### src/hw/rtl/hlu_pkg.sv
// Shared types and character constants for the header line unfolder.
// No dependencies; imported by every module of the block.
package hlu_pkg;

	localparam logic [7:0] CH_CR  = 8'h0D;
	localparam logic [7:0] CH_LF  = 8'h0A;
	localparam logic [7:0] CH_SP  = 8'h20;
	localparam logic [7:0] CH_TAB = 8'h09;

	localparam logic REQ_DATA  = 1'b0;
	localparam logic REQ_FLUSH = 1'b1;

	// Scan phase between successive bytes
	typedef enum logic [1:0] {
		PH_TEXT = 2'd0,
		PH_CR   = 2'd1,
		PH_CRLF = 2'd2,
		PH_FOLD = 2'd3
	} phase_t;

	// A run of zero to three output bytes, first byte in slot 0
	typedef struct packed {
		logic             load;
		logic [1:0]       cnt;
		logic [2:0][7:0]  bytes;
	} run_t;

endpackage

### src/hw/rtl/header_line_unfolder.sv
// Header line unfolder: a CR LF followed by blanks becomes one space, all
// other bytes pass through. One request is taken per cycle while the result
// register can take the held request; each gives zero to three output bytes,
// the last one flagged by tlast. A request that yields two or three bytes holds
// the input side while the result register hands its bytes out one per cycle
// as the output accepts them. The first byte of a request passes through the
// input register and then the result register before it reaches the output.
// Depends on hlu_pkg, hlu_decode and hlu_outbuf.
module header_line_unfolder (
	input  logic       clk,
	input  logic       arst_n,
	input  logic       s_tvalid,
	output logic       s_tready,
	input  logic [7:0] s_tdata,   // in_byte
	input  logic       s_tuser,   // req_type
	output logic       m_tvalid,
	input  logic       m_tready,
	output logic [7:0] m_tdata,   // out_byte
	output logic       m_tlast    // last_of_run
);
	import hlu_pkg::*;

	logic       valid_s1;
	logic       req_s1;
	logic [7:0] byte_s1;
	phase_t     phase_q;
	phase_t     phase_nxt;
	run_t       dec;
	run_t       run;
	logic       free;
	logic       adv;

	// Move the held request into the result register when it can take it
	assign adv      = valid_s1 && free;
	assign s_tready = !valid_s1 || free;

	// Input register: valid flag
	always_ff @(posedge clk or negedge arst_n) begin
		if (!arst_n) begin
			valid_s1 <= 1'b0;
		end else if (s_tready) begin
			valid_s1 <= s_tvalid;
		end
	end

	// Input register: payload
	always_ff @(posedge clk) begin
		if (s_tready && s_tvalid) begin
			req_s1  <= s_tuser;
			byte_s1 <= s_tdata;
		end
	end

	// Advance the scan phase with each decoded request
	always_ff @(posedge clk or negedge arst_n) begin
		if (!arst_n) begin
			phase_q <= PH_TEXT;
		end else if (adv) begin
			phase_q <= phase_nxt;
		end
	end

	hlu_decode u_decode (
		.req_type  (req_s1),
		.in_byte   (byte_s1),
		.phase     (phase_q),
		.run       (dec),
		.phase_nxt (phase_nxt)
	);

	// Load only for a request with at least one byte
	always_comb begin
		run      = dec;
		run.load = adv && (dec.cnt != 2'd0);
	end

	hlu_outbuf u_outbuf (
		.clk      (clk),
		.arst_n   (arst_n),
		.run      (run),
		.free     (free),
		.m_tvalid (m_tvalid),
		.m_tready (m_tready),
		.m_tdata  (m_tdata),
		.m_tlast  (m_tlast)
	);

	// End of stream always leaves the scan in plain text
	a_flush_text: assert property (@(posedge clk) disable iff (!arst_n)
		(adv && req_s1 == REQ_FLUSH) |=> (phase_q == PH_TEXT))
		else $error("flush did not return scan to plain text");

	// A held request must block the input while the result register is busy
	a_hold_input: assert property (@(posedge clk) disable iff (!arst_n)
		(valid_s1 && !free) |-> !s_tready)
		else $error("input accepted while request is held");

	// Three-byte runs arise only from CR LF followed by a non-blank
	a_three_crlf: assert property (@(posedge clk) disable iff (!arst_n)
		(valid_s1 && dec.cnt == 2'd3) |-> (phase_q == PH_CRLF && req_s1 == REQ_DATA))
		else $error("three-byte run outside CR LF phase");

	// Inside a fold at most one byte is produced
	a_fold_one: assert property (@(posedge clk) disable iff (!arst_n)
		(valid_s1 && phase_q == PH_FOLD) |-> (dec.cnt == 2'd0 || dec.cnt == 2'd1))
		else $error("fold produced more than one byte");

endmodule

### src/hw/rtl/hlu_decode.sv
// Decode of one request against the current scan phase.
// Produces the output run and the next phase; depends on hlu_pkg.
module hlu_decode (
	input  logic            req_type,
	input  logic [7:0]      in_byte,
	input  hlu_pkg::phase_t phase,
	output hlu_pkg::run_t   run,
	output hlu_pkg::phase_t phase_nxt
);
	import hlu_pkg::*;

	logic blank;

	assign blank = (in_byte == CH_SP) || (in_byte == CH_TAB);

	// Work out the bytes to emit and where the scan goes next
	always_comb begin
		run.load  = 1'b0;
		run.cnt   = 2'd0;
		run.bytes = '0;
		phase_nxt = PH_TEXT;
		if (req_type == REQ_FLUSH) begin
			// flush any pending CR or CR LF
			unique case (phase)
				PH_CR: begin
					run.cnt      = 2'd1;
					run.bytes[0] = CH_CR;
				end
				PH_CRLF: begin
					run.cnt      = 2'd2;
					run.bytes[0] = CH_CR;
					run.bytes[1] = CH_LF;
				end
				default: begin
					run.cnt = 2'd0;
				end
			endcase
		end else begin
			unique case (phase)
				PH_FOLD: begin
					// drop blanks; rescan the first non-blank as plain text
					if (blank) begin
						phase_nxt = PH_FOLD;
					end else if (in_byte == CH_CR) begin
						phase_nxt = PH_CR;
					end else begin
						run.cnt      = 2'd1;
						run.bytes[0] = in_byte;
					end
				end
				PH_CR: begin
					if (in_byte == CH_LF) begin
						phase_nxt = PH_CRLF;
					end else begin
						run.cnt      = 2'd2;
						run.bytes[0] = CH_CR;
						run.bytes[1] = in_byte;
					end
				end
				PH_CRLF: begin
					if (blank) begin
						// fold becomes a single space
						run.cnt      = 2'd1;
						run.bytes[0] = CH_SP;
						phase_nxt    = PH_FOLD;
					end else begin
						run.cnt      = 2'd3;
						run.bytes[0] = CH_CR;
						run.bytes[1] = CH_LF;
						run.bytes[2] = in_byte;
					end
				end
				default: begin
					if (in_byte == CH_CR) begin
						phase_nxt = PH_CR;
					end else begin
						run.cnt      = 2'd1;
						run.bytes[0] = in_byte;
					end
				end
			endcase
		end
	end

endmodule

### src/hw/rtl/hlu_outbuf.sv
// Result register that holds one run and hands it out a byte per cycle as m_tready accepts.
// Marks the final byte of each run; depends on hlu_pkg.
module hlu_outbuf (
	input  logic          clk,
	input  logic          arst_n,
	input  hlu_pkg::run_t run,
	output logic          free,
	output logic          m_tvalid,
	input  logic          m_tready,
	output logic [7:0]    m_tdata,   // out_byte
	output logic          m_tlast    // last_of_run
);
	import hlu_pkg::*;

	logic [1:0]      rem_q;
	logic [2:0][7:0] bytes_q;
	logic            take;

	assign take     = m_tvalid && m_tready;
	assign m_tvalid = (rem_q != 2'd0);
	assign m_tlast  = (rem_q == 2'd1);
	assign m_tdata  = bytes_q[0];
	// free when empty, or when the final byte leaves in this cycle
	assign free     = (rem_q == 2'd0) || (m_tlast && m_tready);

	// Track how many bytes of the run remain
	always_ff @(posedge clk or negedge arst_n) begin
		if (!arst_n) begin
			rem_q <= 2'd0;
		end else if (run.load && free) begin
			rem_q <= run.cnt;
		end else if (take) begin
			rem_q <= rem_q - 2'd1;
		end
	end

	// Load a new run or shift the next byte to the front
	always_ff @(posedge clk) begin
		if (run.load && free) begin
			bytes_q <= run.bytes;
		end else if (take) begin
			bytes_q[0] <= bytes_q[1];
			bytes_q[1] <= bytes_q[2];
		end
	end

endmodule
### config.mk
export PLATFORM = sky130hd
export DESIGN_NAME = header_line_unfolder
export DESIGN_NICKNAME = d
export VERILOG_FILES = /design/src/hw/rtl/hlu_pkg.sv /design/src/hw/rtl/header_line_unfolder.sv /design/src/hw/rtl/hlu_decode.sv /design/src/hw/rtl/hlu_outbuf.sv
export SDC_FILE = /design/constraint.sdc
export NUM_CORES = 1
export LEC_CHECK = 0
export CORE_MARGIN = 1
export CORE_UTILIZATION = 50
export CTS_CLUSTER_DIAMETER = 30
export DETAILED_ROUTE_END_ITERATION = 10
export DONT_BUFFER_PORTS = 1
export PLACE_DENSITY = 0.69
export SETUP_SLACK_MARGIN = 0.15
export SYNTH_ARGS = -nofsm -noshare
export SYNTH_HDL_FRONTEND = slang
export SYNTH_SLANG_ARGS = --single-unit
### constraint.sdc
create_clock -name clk -period 3.8 [get_ports clk]
set_clock_uncertainty 0.2 [all_clocks]
set_input_delay 0.76 -clock clk [delete_from_list [all_inputs] [get_ports clk]]
set_output_delay 0.76 -clock clk [all_outputs]
set_load 0.01 [all_outputs]
==> results.json <==
{
  "status": "finished clean",
  "arrival_ns": 2.91,
  "crit_fanout": 25,
  "finalSetupViolCount": 0,
  "design_area_um2": 2182,
  "finalHoldViolations": 0,
  "synth_area_per_cell_um2": 11.92,
  "vias": 1293,
  "syn-cell-area_um2": 2086,
  "grt_max_degree": 26,
  "slowest_stage": "a21oi_4",
  "grt_pass1_vias": 1214,
  "drc": 0,
  "hold_path.class": "flip-flop to flip-flop",
  "synth_area_leaders": "edfxtp_1 (48%), dfrtp_1 (6.0%), mux2_2 (4.9%), ha_1 (4.8%), nor2_1 (4.3%)",
  "postPlaceCellArea_um2": 2058,
  "ioPinCount": 24,
  "end_kind": "flip-flop",
  "synth_top_cell_area_share_pct": 47.51,
  "yosysTopAreaCell": "edfxtp_1",
  "drtIter0Drc": 89,
  "antenna_cells": 0,
  "synth_flop_cell": "edfxtp_1",
  "rrSetupSlack_ns": 0.68,
  "wl_met1_um": 1488,
  "ys_seq_area_share_pct": 53.51,
  "fp.coreArea_um2": 4000,
  "vdd_ir_drop_max_uv": 309.3,
  "tritoncts": "done",
  "drv_slew": 0,
  "grt_setup_unrepaired": "no",
  "start_util_pct": 52.14,
  "io_buffers": 0,
  "synth-edff-count": 33,
  "worstPathRequired_ns": 3.59,
  "finalCriticalPeriod_ns": 3.124,
  "crit_path_start_kind": "flip-flop",
  "dieHeight_um": 66.59,
  "power_mw": 1.428,
  "path_cells": "inv_1, ha_1, inv_1, a2111oi_1, a221oi_2, a21oi_4, nand2b_1, buf_4",
  "root_buffer": "clkbuf_8",
  "tns_ns": 0,
  "timing.max_cap.violations": 0,
  "drive_above_1_share_pct": 16.37,
  "nFillCells": 327,
  "crit_type": "flip-flop to flip-flop",
  "cpMostUsedCell": "inv_1",
  "finalCritPeriodShare_pct": 82.22,
  "clock_path_buffers": 2,
  "cts.sinks": 38,
  "instances_no_fill": 221,
  "antenna_found_initial": 0,
  "wire_per_inst_um": 15.65,
  "die_area_um2": 4434,
  "max_freq_ghz": 0.3201,
  "clk_pin_slew_ns": 0.08,
  "fp.dieW_um": 66.59,
  "wl_um": 3459,
  "syn_inst": 175,
  "power.density_nw_per_um2": 654.3,
  "nNetsFinal": 191,
  "dp.cells": 212,
  "syn_to_final_growth_pct": 4.619,
  "met2_length_um": 1734,
  "grt_util_all_layers_pct": 17.64,
  "tightest_slew_ns": 0.7905,
  "dr.max_layer_used": "met4",
  "crit_path_max_incr_delay_ns": 0.67,
  "htreeDepth": 2,
  "synth-async-reset-ratio_pct": 13.16,
  "synth_cell_types": 41,
  "slew_headroom_pct": 47.18,
  "worst_skew_pair.late_latency_ns": 0.29,
  "cellLeakagePower_nw": 0.7599,
  "vias_per_cell": 5.851,
  "yosysWarnings": 0,
  "syn_nets": 196,
  "gr-total-overflow": 0,
  "grt_pass1_wl_um": 5727,
  "cts_buffers": 5,
  "wl_met3_um": 202,
  "gp_congestion": 0.8817,
  "firstDrtPassIters": 4,
  "ys_ff_latch": 38,
  "ant_nets": 0,
  "hpwlAfterDp_um": 2565,
  "core.rowCount": 23
}
metrics by stage:
step           worst slack, ns  hold slack, ns  utilization [%]
6_report                0.6756          0.3563            54.55
5_1_grt                 0.4411          0.3489            54.55
4_1_cts                 0.6755          0.3599            54.55
3_5_place_dp            0.6820          0.2645            51.45
3_3_place_gp            0.9162          0.2645            51.45
2_1_floorplan           0.9815          0.2644                -
Yosys cell counts, types with 2 or more instances:
master and instances:
mux2_2 9, inv_1 9, nor2_1 24, a32oi_1 3, o31ai_1 2, o21ai_0 4
dfrtp_1 5, buf_4 8, mux2_4 5, a22o_1 2, clkbuf_1 3, o22ai_1 3
nand3_1 4, a21oi_1 5, a2bb2oi_1 3, ha_1 8, edfxtp_1 33, buf_6 2
nand2_1 15, nor3_1 4, nor3b_1 2, nand2b_1 3
placed cells by master (no fill, tap or decap), drive strengths merged, types with 4 or more instances in the layout:
cell type / instances
a21oi: 6
clkbuf: 5
dfrtp: 5
edfxtp: 33
ha: 8
inv: 9
mux2: 14
nand2: 15
nand3: 4
nor2: 24
nor3: 4
o21ai: 4
power breakdown:
part | switching [mW] | internal [mW]
Combinational | 0.207 | 0.150
Clock | 0.142 | 0.195
Sequential | 0.0935 | 0.640
Total | 0.443 | 0.985
metal layers:
metal  track usage [%]  vias to the layer above
li1                  -                      628
met1             22.54                      609
met2             29.29                       52
met3             4.623                        4
met4             4.787                        0
met5                 0                        -
area by class of cell:
class / count / area [um^2] / share of cell area (%)
sequential: 38 / 1116 / 51.15
clock inverter: 3 / 45.04 / 2.064
timing repair buffer: 2 / 17.52 / 0.8028
tap: 50 / 62.56 / 2.867
inverter: 9 / 33.78 / 1.548
multi-input combinational: 114 / 838.3 / 38.42
clock buffer: 5 / 68.82 / 3.154
worst paths after layout:
path	startpoint	endpoint	cells after the start
hold / removal	u_outbuf.bytes_q[20]	u_outbuf.bytes_q[12]	1
max in group asynchronous	arst_n	valid_s1	1
setup / recovery	phase_q[1]	u_outbuf.m_tdata[3]	8
setup reg to reg	phase_q[1]	u_outbuf.m_tdata[3]	8
hold reg to reg	u_outbuf.bytes_q[20]	u_outbuf.bytes_q[12]	1
min in group asynchronous	arst_n	u_outbuf.rem_q[1]	1
worst max-delay path, delay by kind of cell, from the launching register on:
kind            cells  cell delay, ns
compound gates      3            1.30
flops               1            0.43
buf+inv             3            0.42
fa+ha+maj           1            0.27
simple gates        1            0.19
timing repair:
action,CTS,global route
setup buffers,0,0
endpoints found under the hold margin,5,0
hold buffers,1,0
gates resized for setup,0,0
registers in the layout, indices dropped and copies added (netlist names):
register,cells
phase_q,2
req_s1,1
valid_s1,1
u_outbuf.m_tdata,8
byte_s1,8
u_outbuf.bytes_q,16
u_outbuf.rem_q,2
kinds of logic (layout without fill, tap and decap cells):
group | after synthesis | count (layout) | synth area share [%]
compound gates | 31 | 31 | 12.12
xor+xnor | 1 | 1 | 0.4200
fa+ha+maj | 8 | 8 | 4.799
buf+inv | 23 | 19 | 6.298
flops | 38 | 38 | 53.51
mux | 14 | 14 | 8.458
simple gates | 60 | 60 | 14.40
(Power assumes the default switching activity.)
